### src/rtl/sarp_pkg.sv
`timescale 1ns / 1ps
// Package for the SMBus address-resolution allocator: beat types, operation,
// status and register codes, and the reserved-address check. No dependencies.
package sarp_pkg;

  localparam int MAX_DEVICES = 8;
  localparam int TBL_IDX_W   = $clog2(MAX_DEVICES);
  localparam int PLAT_REGS   = 4;

  localparam logic [6:0] ADDR_UNASSIGNED = 7'h7F;
  localparam logic [6:0] SEARCH_FIRST    = 7'h03;
  localparam logic [6:0] SEARCH_LAST     = 7'h7E;
  localparam logic [7:0] CAP_NOT_FIXED   = 8'hC0;

  localparam int SPEC_RSVD_COUNT = 21;
  localparam logic [7:0] SPEC_RSVD [SPEC_RSVD_COUNT] = '{
    8'h00, 8'h02, 8'h04, 8'h06, 8'h08, 8'h0A, 8'h0C, 8'h0E, 8'h10, 8'h18, 8'h50,
    8'h6E, 8'hC2, 8'hF0, 8'hF2, 8'hF4, 8'hF6, 8'hF8, 8'hFA, 8'hFC, 8'hFE
  };

  typedef enum logic [2:0] {
    OP_PROPOSE_DISC  = 3'd0,
    OP_PROPOSE_DIRECT = 3'd1,
    OP_COMMIT        = 3'd2,
    OP_CLEAR         = 3'd3,
    OP_READ_ENTRY    = 3'd4
  } sarp_op_t;

  localparam logic [1:0] STAT_OK        = 2'd0;
  localparam logic [1:0] STAT_NO_RES    = 2'd1;
  localparam logic [1:0] STAT_BAD_INDEX = 2'd2;

  localparam logic [2:0] REG_PLAT_COUNT = 3'd0;
  localparam logic [2:0] REG_PLAT_A     = 3'd1;
  localparam logic [2:0] REG_PLAT_B     = 3'd2;
  localparam logic [2:0] REG_PLAT_C     = 3'd3;
  localparam logic [2:0] REG_PLAT_D     = 3'd4;

  typedef enum logic [1:0] {
    ST_IDLE,
    ST_EVAL,
    ST_CHECK,
    ST_SEARCH
  } sarp_state_t;

  typedef struct packed {
    logic [2:0] operation;
    logic [6:0] device_address;
    logic [7:0] capabilities;
    logic [2:0] entry_index;
  } sarp_in_t;

  typedef struct packed {
    logic [1:0] status;
    logic [6:0] chosen_address;
    logic [3:0] entry_count;
  } sarp_out_t;

  // True when the shifted 8-bit form of the address is on the SMBus reserved list.
  function automatic logic spec_reserved(input logic [6:0] addr);
    logic hit;
    hit = 1'b0;
    for (int i = 0; i < SPEC_RSVD_COUNT; i++) begin
      if (SPEC_RSVD[i] == {addr, 1'b0}) begin
        hit = 1'b1;
      end
    end
    return hit;
  endfunction

endpackage

### src/rtl/smbus_arp_address_allocator.sv
`timescale 1ns / 1ps
// Top level of the SMBus address-resolution allocator: sequencer, address table
// and the shared free-address check. Depends on sarp_pkg.

// An item is taken when start is high and busy is low. Busy then stays high
// until the cycle in which the single result beat appears on out_data with
// out_valid high; busy is already low in that cycle, so the next item may be
// taken at the same edge that takes the result. The receiver cannot stall, so
// it must take every beat as it comes. Commit, clear, read-entry and unknown
// operations, proposals on a full table and a discovered device keeping its own
// address all register their result straight from the evaluation state. A
// proposal that must look for a free address walks the candidates 0x03 to 0x7E
// one per cycle through a single free-address checker (after the check state
// when the reported address is checked first); that walk sets the rate.
// Configuration writes are always accepted and must only be issued while the
// block is idle.
module smbus_arp_address_allocator
  import sarp_pkg::*;
(
  input  logic      clk,
  input  logic      rst_n,
  input  logic      start,
  output logic      busy,
  input  sarp_in_t  in_data,
  output logic      out_valid,
  output sarp_out_t out_data,
  input  logic      cfg_valid,
  output logic      cfg_ready,
  input  logic [2:0] cfg_index,
  input  logic [7:0] cfg_data
);

  sarp_state_t state_r, state_nxt;
  sarp_in_t    item_r;
  logic [6:0]  cand_r, cand_nxt;
  logic [3:0]  count_r, count_nxt;
  logic        out_valid_r, out_valid_nxt;
  sarp_out_t   out_data_r, out_data_nxt;
  logic        tbl_we;

  logic [2:0]  plat_count_r;
  logic [7:0]  plat_r [PLAT_REGS];
  logic [6:0]  addr_tbl_r [MAX_DEVICES];

  logic [2:0]  nplat;
  logic        cand_free;
  logic        full;
  logic        accept;

  assign accept    = start && !busy;
  assign busy      = (state_r != ST_IDLE);
  assign cfg_ready = 1'b1;
  assign out_valid = out_valid_r;
  assign out_data  = out_data_r;
  assign full      = (count_r >= 4'(MAX_DEVICES));
  assign nplat     = (plat_count_r > 3'(PLAT_REGS)) ? 3'(PLAT_REGS) : plat_count_r;

  // Shared free-address checker: one candidate per cycle against the table,
  // the platform registers in use and the spec reserved list.
  always_comb begin
    cand_free = !spec_reserved(cand_r);
    for (int i = 0; i < MAX_DEVICES; i++) begin
      if ((4'(i) < count_r) && (addr_tbl_r[i] == cand_r)) begin
        cand_free = 1'b0;
      end
    end
    for (int j = 0; j < PLAT_REGS; j++) begin
      if ((3'(j) < nplat) && (plat_r[j] == {cand_r, 1'b0})) begin
        cand_free = 1'b0;
      end
    end
  end

  // Next state.
  always_comb begin
    state_nxt = state_r;
    case (state_r)
      ST_IDLE: begin
        if (accept) begin
          state_nxt = ST_EVAL;
        end
      end
      ST_EVAL: begin
        state_nxt = ST_IDLE;
        if (!full) begin
          if (item_r.operation == OP_PROPOSE_DIRECT) begin
            state_nxt = ST_SEARCH;
          end else if (item_r.operation == OP_PROPOSE_DISC) begin
            if (item_r.device_address == ADDR_UNASSIGNED) begin
              state_nxt = ST_SEARCH;
            end else if ((item_r.capabilities & CAP_NOT_FIXED) != 8'd0) begin
              state_nxt = ST_CHECK;
            end
          end
        end
      end
      ST_CHECK: begin
        state_nxt = cand_free ? ST_IDLE : ST_SEARCH;
      end
      ST_SEARCH: begin
        if (cand_free || (cand_r == SEARCH_LAST)) begin
          state_nxt = ST_IDLE;
        end
      end
      default: state_nxt = ST_IDLE;
    endcase
  end

  // Datapath and result beat.
  always_comb begin
    cand_nxt      = cand_r;
    count_nxt     = count_r;
    tbl_we        = 1'b0;
    out_valid_nxt = 1'b0;
    out_data_nxt  = out_data_r;
    case (state_r)
      ST_IDLE: begin
        cand_nxt = SEARCH_FIRST;
      end
      ST_EVAL: begin
        out_data_nxt.status         = STAT_OK;
        out_data_nxt.chosen_address = 7'd0;
        case (item_r.operation)
          OP_PROPOSE_DISC: begin
            if (full) begin
              out_data_nxt.status = STAT_NO_RES;
              out_valid_nxt       = 1'b1;
            end else if (item_r.device_address == ADDR_UNASSIGNED) begin
              cand_nxt = SEARCH_FIRST;
            end else if ((item_r.capabilities & CAP_NOT_FIXED) != 8'd0) begin
              cand_nxt = item_r.device_address;
            end else begin
              out_data_nxt.chosen_address = item_r.device_address;
              out_valid_nxt               = 1'b1;
            end
          end
          OP_PROPOSE_DIRECT: begin
            if (full) begin
              out_data_nxt.status = STAT_NO_RES;
              out_valid_nxt       = 1'b1;
            end else begin
              cand_nxt = SEARCH_FIRST;
            end
          end
          OP_COMMIT: begin
            out_valid_nxt = 1'b1;
            if (full) begin
              out_data_nxt.status = STAT_NO_RES;
            end else begin
              tbl_we                      = 1'b1;
              count_nxt                   = count_r + 4'd1;
              out_data_nxt.chosen_address = item_r.device_address;
            end
          end
          OP_CLEAR: begin
            count_nxt     = 4'd0;
            out_valid_nxt = 1'b1;
          end
          OP_READ_ENTRY: begin
            out_valid_nxt = 1'b1;
            if ({1'b0, item_r.entry_index} < count_r) begin
              out_data_nxt.chosen_address = addr_tbl_r[item_r.entry_index[TBL_IDX_W-1:0]];
            end else begin
              out_data_nxt.status = STAT_BAD_INDEX;
            end
          end
          default: begin
            out_valid_nxt = 1'b1;
          end
        endcase
        out_data_nxt.entry_count = count_nxt;
      end
      ST_CHECK: begin
        if (cand_free) begin
          out_data_nxt.chosen_address = cand_r;
          out_valid_nxt               = 1'b1;
        end else begin
          cand_nxt = SEARCH_FIRST;
        end
      end
      ST_SEARCH: begin
        if (cand_free) begin
          out_data_nxt.chosen_address = cand_r;
          out_valid_nxt               = 1'b1;
        end else if (cand_r == SEARCH_LAST) begin
          out_data_nxt.status         = STAT_NO_RES;
          out_data_nxt.chosen_address = 7'd0;
          out_valid_nxt               = 1'b1;
        end else begin
          cand_nxt = cand_r + 7'd1;
        end
      end
      default: begin
        cand_nxt = SEARCH_FIRST;
      end
    endcase
  end

  always_ff @(posedge clk) begin
    if (!rst_n) begin
      state_r     <= ST_IDLE;
      count_r     <= 4'd0;
      out_valid_r <= 1'b0;
    end else begin
      state_r     <= state_nxt;
      count_r     <= count_nxt;
      out_valid_r <= out_valid_nxt;
    end
  end

  always_ff @(posedge clk) begin
    cand_r     <= cand_nxt;
    out_data_r <= out_data_nxt;
    if (accept) begin
      item_r <= in_data;
    end
    if (tbl_we) begin
      addr_tbl_r[count_r[TBL_IDX_W-1:0]] <= item_r.device_address;
    end
  end

  // Platform reserved registers.
  always_ff @(posedge clk) begin
    if (!rst_n) begin
      plat_count_r <= 3'd0;
      for (int k = 0; k < PLAT_REGS; k++) begin
        plat_r[k] <= 8'd0;
      end
    end else if (cfg_valid && cfg_ready) begin
      case (cfg_index)
        REG_PLAT_COUNT: plat_count_r <= cfg_data[2:0];
        REG_PLAT_A:     plat_r[0]    <= cfg_data;
        REG_PLAT_B:     plat_r[1]    <= cfg_data;
        REG_PLAT_C:     plat_r[2]    <= cfg_data;
        REG_PLAT_D:     plat_r[3]    <= cfg_data;
        default: ;
      endcase
    end
  end

  // A result beat only appears once the sequencer has returned to idle.
  a_beat_when_idle: assert property (@(posedge clk) disable iff (!rst_n)
    out_valid_r |-> (state_r == ST_IDLE))
    else $error("result beat while sequencer busy");

  // An accepted item always makes the block busy on the next cycle.
  a_busy_after_start: assert property (@(posedge clk) disable iff (!rst_n)
    accept |=> busy)
    else $error("accepted item did not raise busy");

  // The table count never exceeds its capacity.
  a_count_range: assert property (@(posedge clk) disable iff (!rst_n)
    count_r <= 4'(MAX_DEVICES))
    else $error("table count beyond capacity");

  // The search walk stays within the legal candidate window.
  a_search_window: assert property (@(posedge clk) disable iff (!rst_n)
    (state_r == ST_SEARCH) |-> ((cand_r >= SEARCH_FIRST) && (cand_r <= SEARCH_LAST)))
    else $error("search candidate out of range");

  // A successful search result is a candidate the checker found free.
  a_search_hit: assert property (@(posedge clk) disable iff (!rst_n)
    ((state_r == ST_SEARCH) && cand_free) |=>
      (out_valid_r && (out_data_r.status == STAT_OK)))
    else $error("free candidate not reported");

endmodule
### config.mk
export PLATFORM = sky130hd
export DESIGN_NAME = smbus_arp_address_allocator
export DESIGN_NICKNAME = d
export VERILOG_FILES = /design/src/rtl/sarp_pkg.sv /design/src/rtl/smbus_arp_address_allocator.sv
export SDC_FILE = /design/constraint.sdc
export NUM_CORES = 1
export LEC_CHECK = 0
export BUFFER_PORTS_ARGS = -buffer_cell sky130_fd_sc_hd__clkbuf_2
export CORE_MARGIN = 5
export CORE_UTILIZATION = 25
export DETAILED_ROUTE_END_ITERATION = 10
export PLACE_DENSITY = 0.44
export SETUP_SLACK_MARGIN = 0.2
export SYNTH_ARGS = -nofsm -noshare
export SYNTH_HDL_FRONTEND = slang
export SYNTH_SLANG_ARGS = --single-unit
### constraint.sdc
create_clock -name clk -period 6.05 [get_ports clk]
set_input_delay 0.605 -clock clk [delete_from_list [all_inputs] [get_ports clk]]
set_output_delay 0.605 -clock clk [all_outputs]
set_load 0.01 [all_outputs]
[Word level (Yosys, flattened, before mapping)]
Memories as Yosys holds them, arrays and structs flattened. A register that Yosys moved wholly into a read port is not among the register bits.
Cells that the tools add are included.
Storage, ports and cells
  register bits after elaboration: 51
  bits in writable memories: 88
  bits of input ports: 36
  output and inout port bits: 16
  word-level logic and storage cells: 227
  memories: 2
Operators by class
  add/sub/neg operators: 2
  order comparisons: 15
  equality and inequality tests: 57
  multiplexer cells: 105
  bitwise gates (word level): 4
  reductions and logical operators: 30
Memory list
  addr_tbl_r: depth 8, bits a word 7, read ports 9, clocked after Yosys merged registers in 1, write ports 1, RTL line smbus_arp_address_allocator.sv:43  | logic [6:0] addr_tbl_r [MAX_DEVICES];
  plat_r: depth 4, bits a word 8, read ports 4, clocked after Yosys merged registers in 0, write ports 4, RTL line smbus_arp_address_allocator.sv:42  | logic [7:0] plat_r [PLAT_REGS];
Operator list (number)
  $mux 7: 14
  $eq 7x7->1 const A: 9
  $mux 1: 63
  $eq 7x7->1: 8
  $pmux 7 s3: 2
  $eq 8x8->1: 4
  $mux 8: 4
  $eq 3x7->1 const A: 4
  $pmux 7 s4: 1
  $mux 2: 10
  $lt 3x4->1 const A: 4
  $eq 2x7->1 const A: 2
  $eq 4x7->1 const A: 2
  $eq 6x7->1 const A: 2
  $eq 7x7->1 const B: 2
  $ne 2x2->1 const B: 7
  $pmux 7 s2: 1
  $logic_and 1x1->1: 13
  $eq 3x2->1 const B: 4
  $ne 3x3->1 const B: 4
  $mux 9: 1
  $lt 1x4->1 const A: 2
  $lt 2x4->1 const A: 2
  $pmux 2 s2: 2
  other kinds (32): 46

[Longest topological paths before layout]
Gate-level depths: netlist of the first run.
  depth in word-level cells: 38
  depth in mapped cells: 11
  mapped depth without buffers: 8

[Least setup slack after synthesis of the first run]
Ideal clock, no wire load.
  path kind: flip-flop to flip-flop
  from: reg cand_r[0]
  to: reg out_data_r (netlist bit out_data[10]), enable pin
  library setup time: 0.381 ns
  arrival: 2.419 ns
  required time: 5.669 ns
  path slack: 3.250 ns
  stages on the path, launching flop included: 11
  path buffers: 3
  clock period less this slack: 2.800 ns
  path through: edfxtp_1 buf_2 buf_4 inv_1 ha_1 nor4_1 o21ai_0 a31oi_1 nand3_1 buf_4 o21ai_0
Between the ends
  word-level cells in the longest chain between the ends: 37
  elaborated cells on any way between the ends: 83
  those cells by class: eq/ne: 35; mux: 33; reduce/logical: 15
RTL lines
  start: declaration: RTL line smbus_arp_address_allocator.sv:35  | logic [6:0] cand_r, cand_nxt;
  start signal: assignment: RTL line smbus_arp_address_allocator.sv:212  | cand_r <= cand_nxt;
  $logic_not 7->1: RTL line sarp_pkg.sv:64  | if (SPEC_RSVD[i] == {addr, 1'b0}) begin
  $mux 1 (21 in series): RTL line sarp_pkg.sv:64
  $logic_not 1->1: RTL line smbus_arp_address_allocator.sv:61  | cand_free = !spec_reserved(cand_r);
  $mux 1 (8 in series): RTL line smbus_arp_address_allocator.sv:63  | if ((4'(i) < count_r) && (addr_tbl_r[i] == cand_r)) begin
  $mux 1 (4 in series): RTL line smbus_arp_address_allocator.sv:68  | if ((3'(j) < nplat) && (plat_r[j] == {cand_r, 1'b0})) begin
  $ne 3x3->1 (no line) or $ne 2x2->1 (tied branches)
  $reduce_and 3->1 (no line) (*)
  end signal: assignment: RTL line smbus_arp_address_allocator.sv:213  | out_data_r <= out_data_nxt;
  end: declaration: RTL line smbus_arp_address_allocator.sv:38  | sarp_out_t out_data_r, out_data_nxt;
Every way passes the cells marked *; elsewhere a longest branch is shown, timed or not.
A chain may end at the register's enable or synchronous reset.

[Worst setup path after layout of the first run]
  from: reg cand_r[0]
  to: reg out_data_r (netlist bit out_data[5]), enable pin
The elaborated chain is that of the path after synthesis.

==> impl_metrics.py, run 1 <==
metrics = {
    "synth": {
        "synth_compound_area_share_pct": 6.82,
        "synth-simple-area-share_pct": 13.4,
        "ys_seq_area_share_pct": 56.8,
        "yosysWarnings": 0,
        "synth_cell_types": 56,
        "synth_top_family_by_area": "simple AND/OR/NAND/NOR gates",
        "syn-cell-area_um2": 6960,
        "synth.most_common_cell": "edfxtp_1",
        "ys.flop_type": "edfxtp_1",
        "synth-xor-area-share_pct": 11.2,
        "yosys-top-cells-area": "edfxtp_1 (53%), xnor2_1 (6.9%), mux4_2 (4.5%)",
        "syn-num-nets": 598,
        "synthCells": 554,
        "synth_edf_count": 123,
        "ys_ff_latch": 136,
        "synth_common_cells": "edfxtp_1 (123), xnor2_1 (55), nand2_1 (47)",
        "syn-mean-instance-area_um2": 12.6,
        "synth_top_area_cell": "edfxtp_1",
        "synth.top_cell.area_share_pct": 53.1,
        "async_flop_share_pct": 0,
        "synth_fa_ha_area_share_pct": 1.44,
        "muxShareOfSynthArea_pct": 6.46,
    },
    "global_routing": {
        "grt_pass1_vias": 4577,
        "grt_max_degree": 22,
        "antenna_found_initial": 0,
        "overflow": 0,
        "grt_pass1_wl_um": 28000,
        "grt_util_all_layers_pct": 12.0,
    },
    "power": {
        "ir_worst_vdd_mv": 0.192,
        "power_density_nw_per_um2": 296,
        "p_leak_nw": 2.77,
    },
    "drt": {
        "ant_nets": 0,
        "wl_per_cell_um": 18.4,
        "drcViolationCount": 0,
        "drt-initial-drc-count": 509,
        "firstDrtPassIters": 5,
        "routed_wl_um": 18200,
        "vias": 4493,
        "vias_per_cell": 4.56,
    },
    "setup_path": {
        "critPathArrivalTime_ps": 3900,
        "rr_worst_depth": 7,
        "crit_path_end_kind": "flop",
        "slowest_stage": "o21ai_0",
        "worstPathMaxFanout": 17,
        "cp_slowest_stage_delay_ps": 1040,
        "crit_type": "flop to flop",
        "r2r-end": "out_data[5]",
        "r2r_setup_slack_ps": 2190,
        "path_cells": "inv_1 -> ha_1 -> nor4_1 -> o21ai_0 -> a31oi_1 -> nand3_1 -> o21ai_0",
        "cp_common_cell": "o21ai_0",
        "crit_required_ps": 6090,
        "reg2reg_from": "cand_r[0]",
        "crit_family": "compound AO/OA/AOI/OAI gates",
        "path_buf_inv": 1,
        "start_kind": "flop",
    },
    "cts": {
        "postCtsResizedCells": 0,
        "cts_tree": "done",
        "root_buffer": "clkbuf_16",
        "insertion_delay_ps": 430,
        "cts_sinks": 136,
        "cts_buffers": 17,
        "ctsHtreeMaxLevel": 4,
        "cts_setup_buffers": 0,
        "clk_path_buf_depth": 2,
        "cts-hold-fix-buffers": 0,
        "clk_pin_slew_worst_paths_ps": 60,
    },
    "outcome": {
        "outcome": "finished, final reports clean",
    },
    "layout": {
        "areaGrowthSynthToFinish_pct": 16.7,
        "fillerInstances": 2853,
        "register_area_um2": 3950,
        "multi_input_area_um2": 2740,
        "fin_nets": 639,
        "antenna_cells": 0,
        "layout-drive-gt1-share_pct": 17.4,
        "finalInstanceArea_um2": 8120,
    },
    "timing": {
        "finalSetupViolCount": 0,
        "post-route-min-period_ps": 3860,
        "slew_headroom_pct": 19.1,
        "rsz0062_at_grt": "no",
        "finalMaxSlewViolations": 0,
        "hold_viol": 0,
        "clock_skew_ps": 11.7,
        "final.period_utilization_pct": 63.8,
        "tightest_slew_ps": 1200,
        "totalNegativeSetupSlack_ps": 0,
        "max_freq_mhz": 259,
    },
    "worst_hold_path": {
        "hp-class": "input pin to flop",
        "holdPathStages": 1,
        "worstHoldStart": "in_data[10]",
        "hold_path_end": "item_r[10]",
    },
    "placement": {
        "dp.final_hpwl_um": 13100,
        "routabilityCongestion": 0.840,
        "io_buffers": 44,
        "dpl_cell_area_um2": 7510,
    },
    "floorplanning": {
        "die_area_um2": 31300,
        "die_h_um": 177,
        "coreArea_um2": 27600,
        "ios": 52,
        "rows": 61,
        "fp.dieW_um": 177,
        "start_util_pct": 25.2,
    },
    "flow_run": {
        "drv_cap": 0,
    },
}
## through the flow
step	std cells	power, mW	hold WS [ps]	setup slack [ps]	util (%)
2_1_floorplan	554	1.27	467	3250	-
3_3_place_gp	954	1.35	503	2300	27.2
3_5_place_dp	954	1.35	500	2180	27.2
4_1_cts	986	2.42	342	2160	29.4
5_1_grt	986	2.49	337	1840	29.4
6_report	986	2.40	357	2190	29.4
## where the power goes
part	internal, mW	switching, mW	total (mW)
sequential	1.06	0.0506	1.11
clock	0.625	0.452	1.08
combinational	0.0930	0.117	0.210
## worst reg2reg max path: stages (launching register included)
cell and delay [ps]:
edfxtp_1 970, inv_1 210, ha_1 290, nor4_1 270, o21ai_0 130, a31oi_1 210
nand3_1 350, o21ai_0 1040
## per-layer routing
metal	routed length, um	track usage, %
met1	8330	15.6
met2	8830	19.9
met3	682	2.61
met4	334	4.26
met5	0	0
## logic make-up after synthesis
group / after synthesis
fa+ha+maj: 8
xor+xnor: 89
simple gates: 180
flops: 136
mux: 27
other cells: 1
buf+inv: 48
compound gates: 65
## how the worst max path moves through the flow
stage                    from           end  cells past startpoint
floorplan           cand_r[0]  out_data[10]                     10
global placement    cand_r[0]   out_data[6]                      7
detailed placement  cand_r[0]  out_data[10]                      7
CTS                 cand_r[0]   out_data[5]                      7
global route        cand_r[0]   out_data[6]                      8
finish              cand_r[0]   out_data[5]                      7
## sequential cells by signal, summed over array words and instances, names as in the netlist, named ones only
name	flops
addr_tbl_r	56
plat_r	32
item_r	15
out_data	13
cand_r	7
count_r	4
plat_count_r	3
state_r	2
out_valid	1
## layout make-up
type | instances | area share [%]
multi-input cells | 370 | 33.7
well taps | 378 | 5.83
clock inverters | 15 | 2.20
inverters | 18 | 0.832
repair buffers | 52 | 3.45
flip-flops and latches | 136 | 48.7
clock buffers | 17 | 5.24
## cells in the final DEF (no fill, tap or decap), types with 3 or more instances in the layout
| cell | instances |
|---|---|
| nand2b_1 | 6 |
| xor2_1 | 34 |
| clkbuf_2 | 44 |
| dfxtp_1 | 13 |
| mux2i_1 | 10 |
| inv_8 | 3 |
| mux4_2 | 14 |
| nor4_1 | 11 |
| nor2b_1 | 5 |
| edfxtp_1 | 123 |
| o211a_1 | 3 |
| inv_6 | 7 |
| o31ai_1 | 4 |
| clkbuf_16 | 17 |
| nand2_1 | 47 |
| mux2_2 | 3 |
| xnor2_1 | 55 |
| nor2_1 | 26 |
| o311ai_0 | 3 |
| and2_1 | 33 |
| buf_4 | 8 |
| o221ai_1 | 7 |
| inv_1 | 17 |
| ha_1 | 8 |
| a21oi_1 | 7 |
| a22oi_1 | 3 |
| nand3_1 | 18 |
| nor3_1 | 12 |
| a211oi_1 | 3 |
| nand4_1 | 11 |
| o21ai_0 | 17 |
Note: power is estimated with default switching activity, not from simulation.
==> inputs of run 2 (changes only) <==
==> constraint.sdc (replaced) <==
create_clock -name clk -period 3.95 [get_ports clk]
set_input_delay 0.395 -clock clk [delete_from_list [all_inputs] [get_ports clk]]
set_output_delay 0.395 -clock clk [all_outputs]
set_load 0.01 [all_outputs]
==> run 2 against run 1 <==
Sequential share of layout area is 0.19 points lower. Via count increased by 1.5%. Critical path depth up 1. Fmax rose by 18%. First-iteration DRC count shrank 32%. Setup slack worse by 1500 ps. Clock power up 45%. Register-to-register slack lost 1500 ps. Core utilization up 0.11 points. Clock-buffer cell count did not move. Final cell count rose by 0.81%. Worst hold slack lost 220 ps. Largest cell class unchanged.
==> impl_metrics.py, run 2 (synthesis results as in run 1) <==
metrics = {
    "drt": {
        "drcViolationCount": 0,
        "drt-initial-drc-count": 344,
        "vias_per_cell": 4.59,
        "routed_wl_um": 19000,
        "firstDrtPassIters": 5,
        "wl_per_cell_um": 19.1,
        "ant_nets": 0,
        "vias": 4562,
    },
    "power": {
        "p_leak_nw": 2.79,
        "ir_worst_vdd_mv": 0.308,
        "total_power_mw": 3.62,
        "power_density_nw_per_um2": 444,
    },
    "global_routing": {
        "grt_util_all_layers_pct": 12.4,
        "overflow": 0,
        "grt_max_degree": 19,
        "grt_pass1_vias": 4719,
        "antenna_found_initial": 0,
        "grt_pass1_wl_um": 28600,
    },
    "placement": {
        "routabilityCongestion": 0.842,
        "dp.final_hpwl_um": 14000,
        "dp_cells": 961,
        "dpl_cell_area_um2": 7560,
        "dp_slack_ps": 683,
        "io_buffers": 44,
    },
    "cts": {
        "ctsHtreeMaxLevel": 4,
        "clk_path_buf_depth": 2,
        "clk_pin_slew_worst_paths_ps": 70,
        "cts_buffers": 17,
        "root_buffer": "clkbuf_16",
        "cts-hold-fix-buffers": 0,
        "cts_tree": "done",
        "cts_setup_buffers": 0,
        "cts_sinks": 136,
        "insertion_delay_ps": 440,
        "postCtsResizedCells": 0,
    },
    "outcome": {
        "outcome": "finished, final reports clean",
    },
    "layout": {
        "layout-drive-gt1-share_pct": 18.5,
        "finalInstanceArea_um2": 8150,
        "final_cell_mix": "edfxtp_1 (123), xnor2_1 (55), nand2_1 (47)",
        "largest_reg_flops": 56,
        "fin_nets": 647,
        "final_util_pct": 29.5,
        "areaGrowthSynthToFinish_pct": 17.1,
        "fillerInstances": 2857,
        "antenna_cells": 0,
        "fin_cells": 994,
        "final_common_cell": "edfxtp_1",
    },
    "setup_path": {
        "crit_required_ps": 4100,
        "start_kind": "flop",
        "critPathArrivalTime_ps": 3410,
        "crit_path_end_kind": "flop",
        "worstPathMaxFanout": 12,
        "crit_type": "flop to flop",
    },
    "floorplanning": {
        "coreArea_um2": 27600,
        "ios": 52,
        "rows": 61,
        "start_util_pct": 25.2,
        "fp.dieW_um": 177,
        "die_h_um": 177,
        "die_area_um2": 31300,
    },
    "timing": {
        "post-route-min-period_ps": 3260,
        "holdWs_ps": 139,
        "totalNegativeSetupSlack_ps": 0,
        "clock_skew_ps": 14.9,
        "tightest_slew_ps": 1190,
        "setup_ws_ps": 690,
        "max_freq_mhz": 307,
        "final.period_utilization_pct": 82.5,
        "hold_viol": 0,
        "finalMaxSlewViolations": 0,
        "finalSetupViolCount": 0,
        "slew_headroom_pct": 19.8,
        "rsz0062_at_grt": "no",
    },
    "worst_hold_path": {
        "hp-class": "input pin to flop",
    },
    "flow_run": {
        "drv_cap": 0,
    },
}
-- run 2: changes by cell type in the layout (fill, tap and decap cells not counted) --
cell and change:
buf_2 +1, clkinvlp_4 +1, buf_4 +7, bufinv_16 -1, clkinv_2 +1, inv_6 -1
-- run 2: power breakdown --
part	switching (mW)	internal, mW
sequential	0.0830	1.63
clock	0.682	0.889
combinational	0.183	0.151
-- run 2: worst max-delay path, cell delays in order, from the launching register on --
cell and delay, ps:
edfxtp_1 800, buf_4 330, xnor2_1 100, o2111ai_1 130
nor3_1 130, nor3_4 430, nand3_1 200, o21ai_0 600
buf_4 260
-- run 2: worst paths after layout --
path / slack [ps] / cells past startpoint / start / endpoint
hold reg to reg: 520 / 1 / item_r[0] / flop
setup / recovery: 690 / 8 / cand_r[3] / out_data[10]
hold / removal: 140 / 1 / in_data[12] / item_r[12]
setup reg to reg: 690 / 8 / cand_r[3] / out_data[10]
-- run 2: cell type report --
class                           count  area [um^2]  area share (%)
Timing Repair Buffer               60          338            4.15
Tap cell                          378          473            5.80
Clock buffer                       17          425            5.22
Inverter                           18         67.6           0.829
Clock inverter                     15          153            1.87
Sequential cell                   136         3950            48.5
Multi-Input combinational cell    370         2740            33.6
-- run 2: metal layers --
| metal | vias to the layer above | GRT usage [%] | routed length, um |
|---|---|---|---|
| li1 | 2131 | - | - |
| met1 | 2266 | 15.8 | 8360 |
| met2 | 135 | 20.7 | 9290 |
| met3 | 30 | 2.84 | 870 |
| met4 | 0 | 4.45 | 435 |
| met5 | - | 0 | 0 |
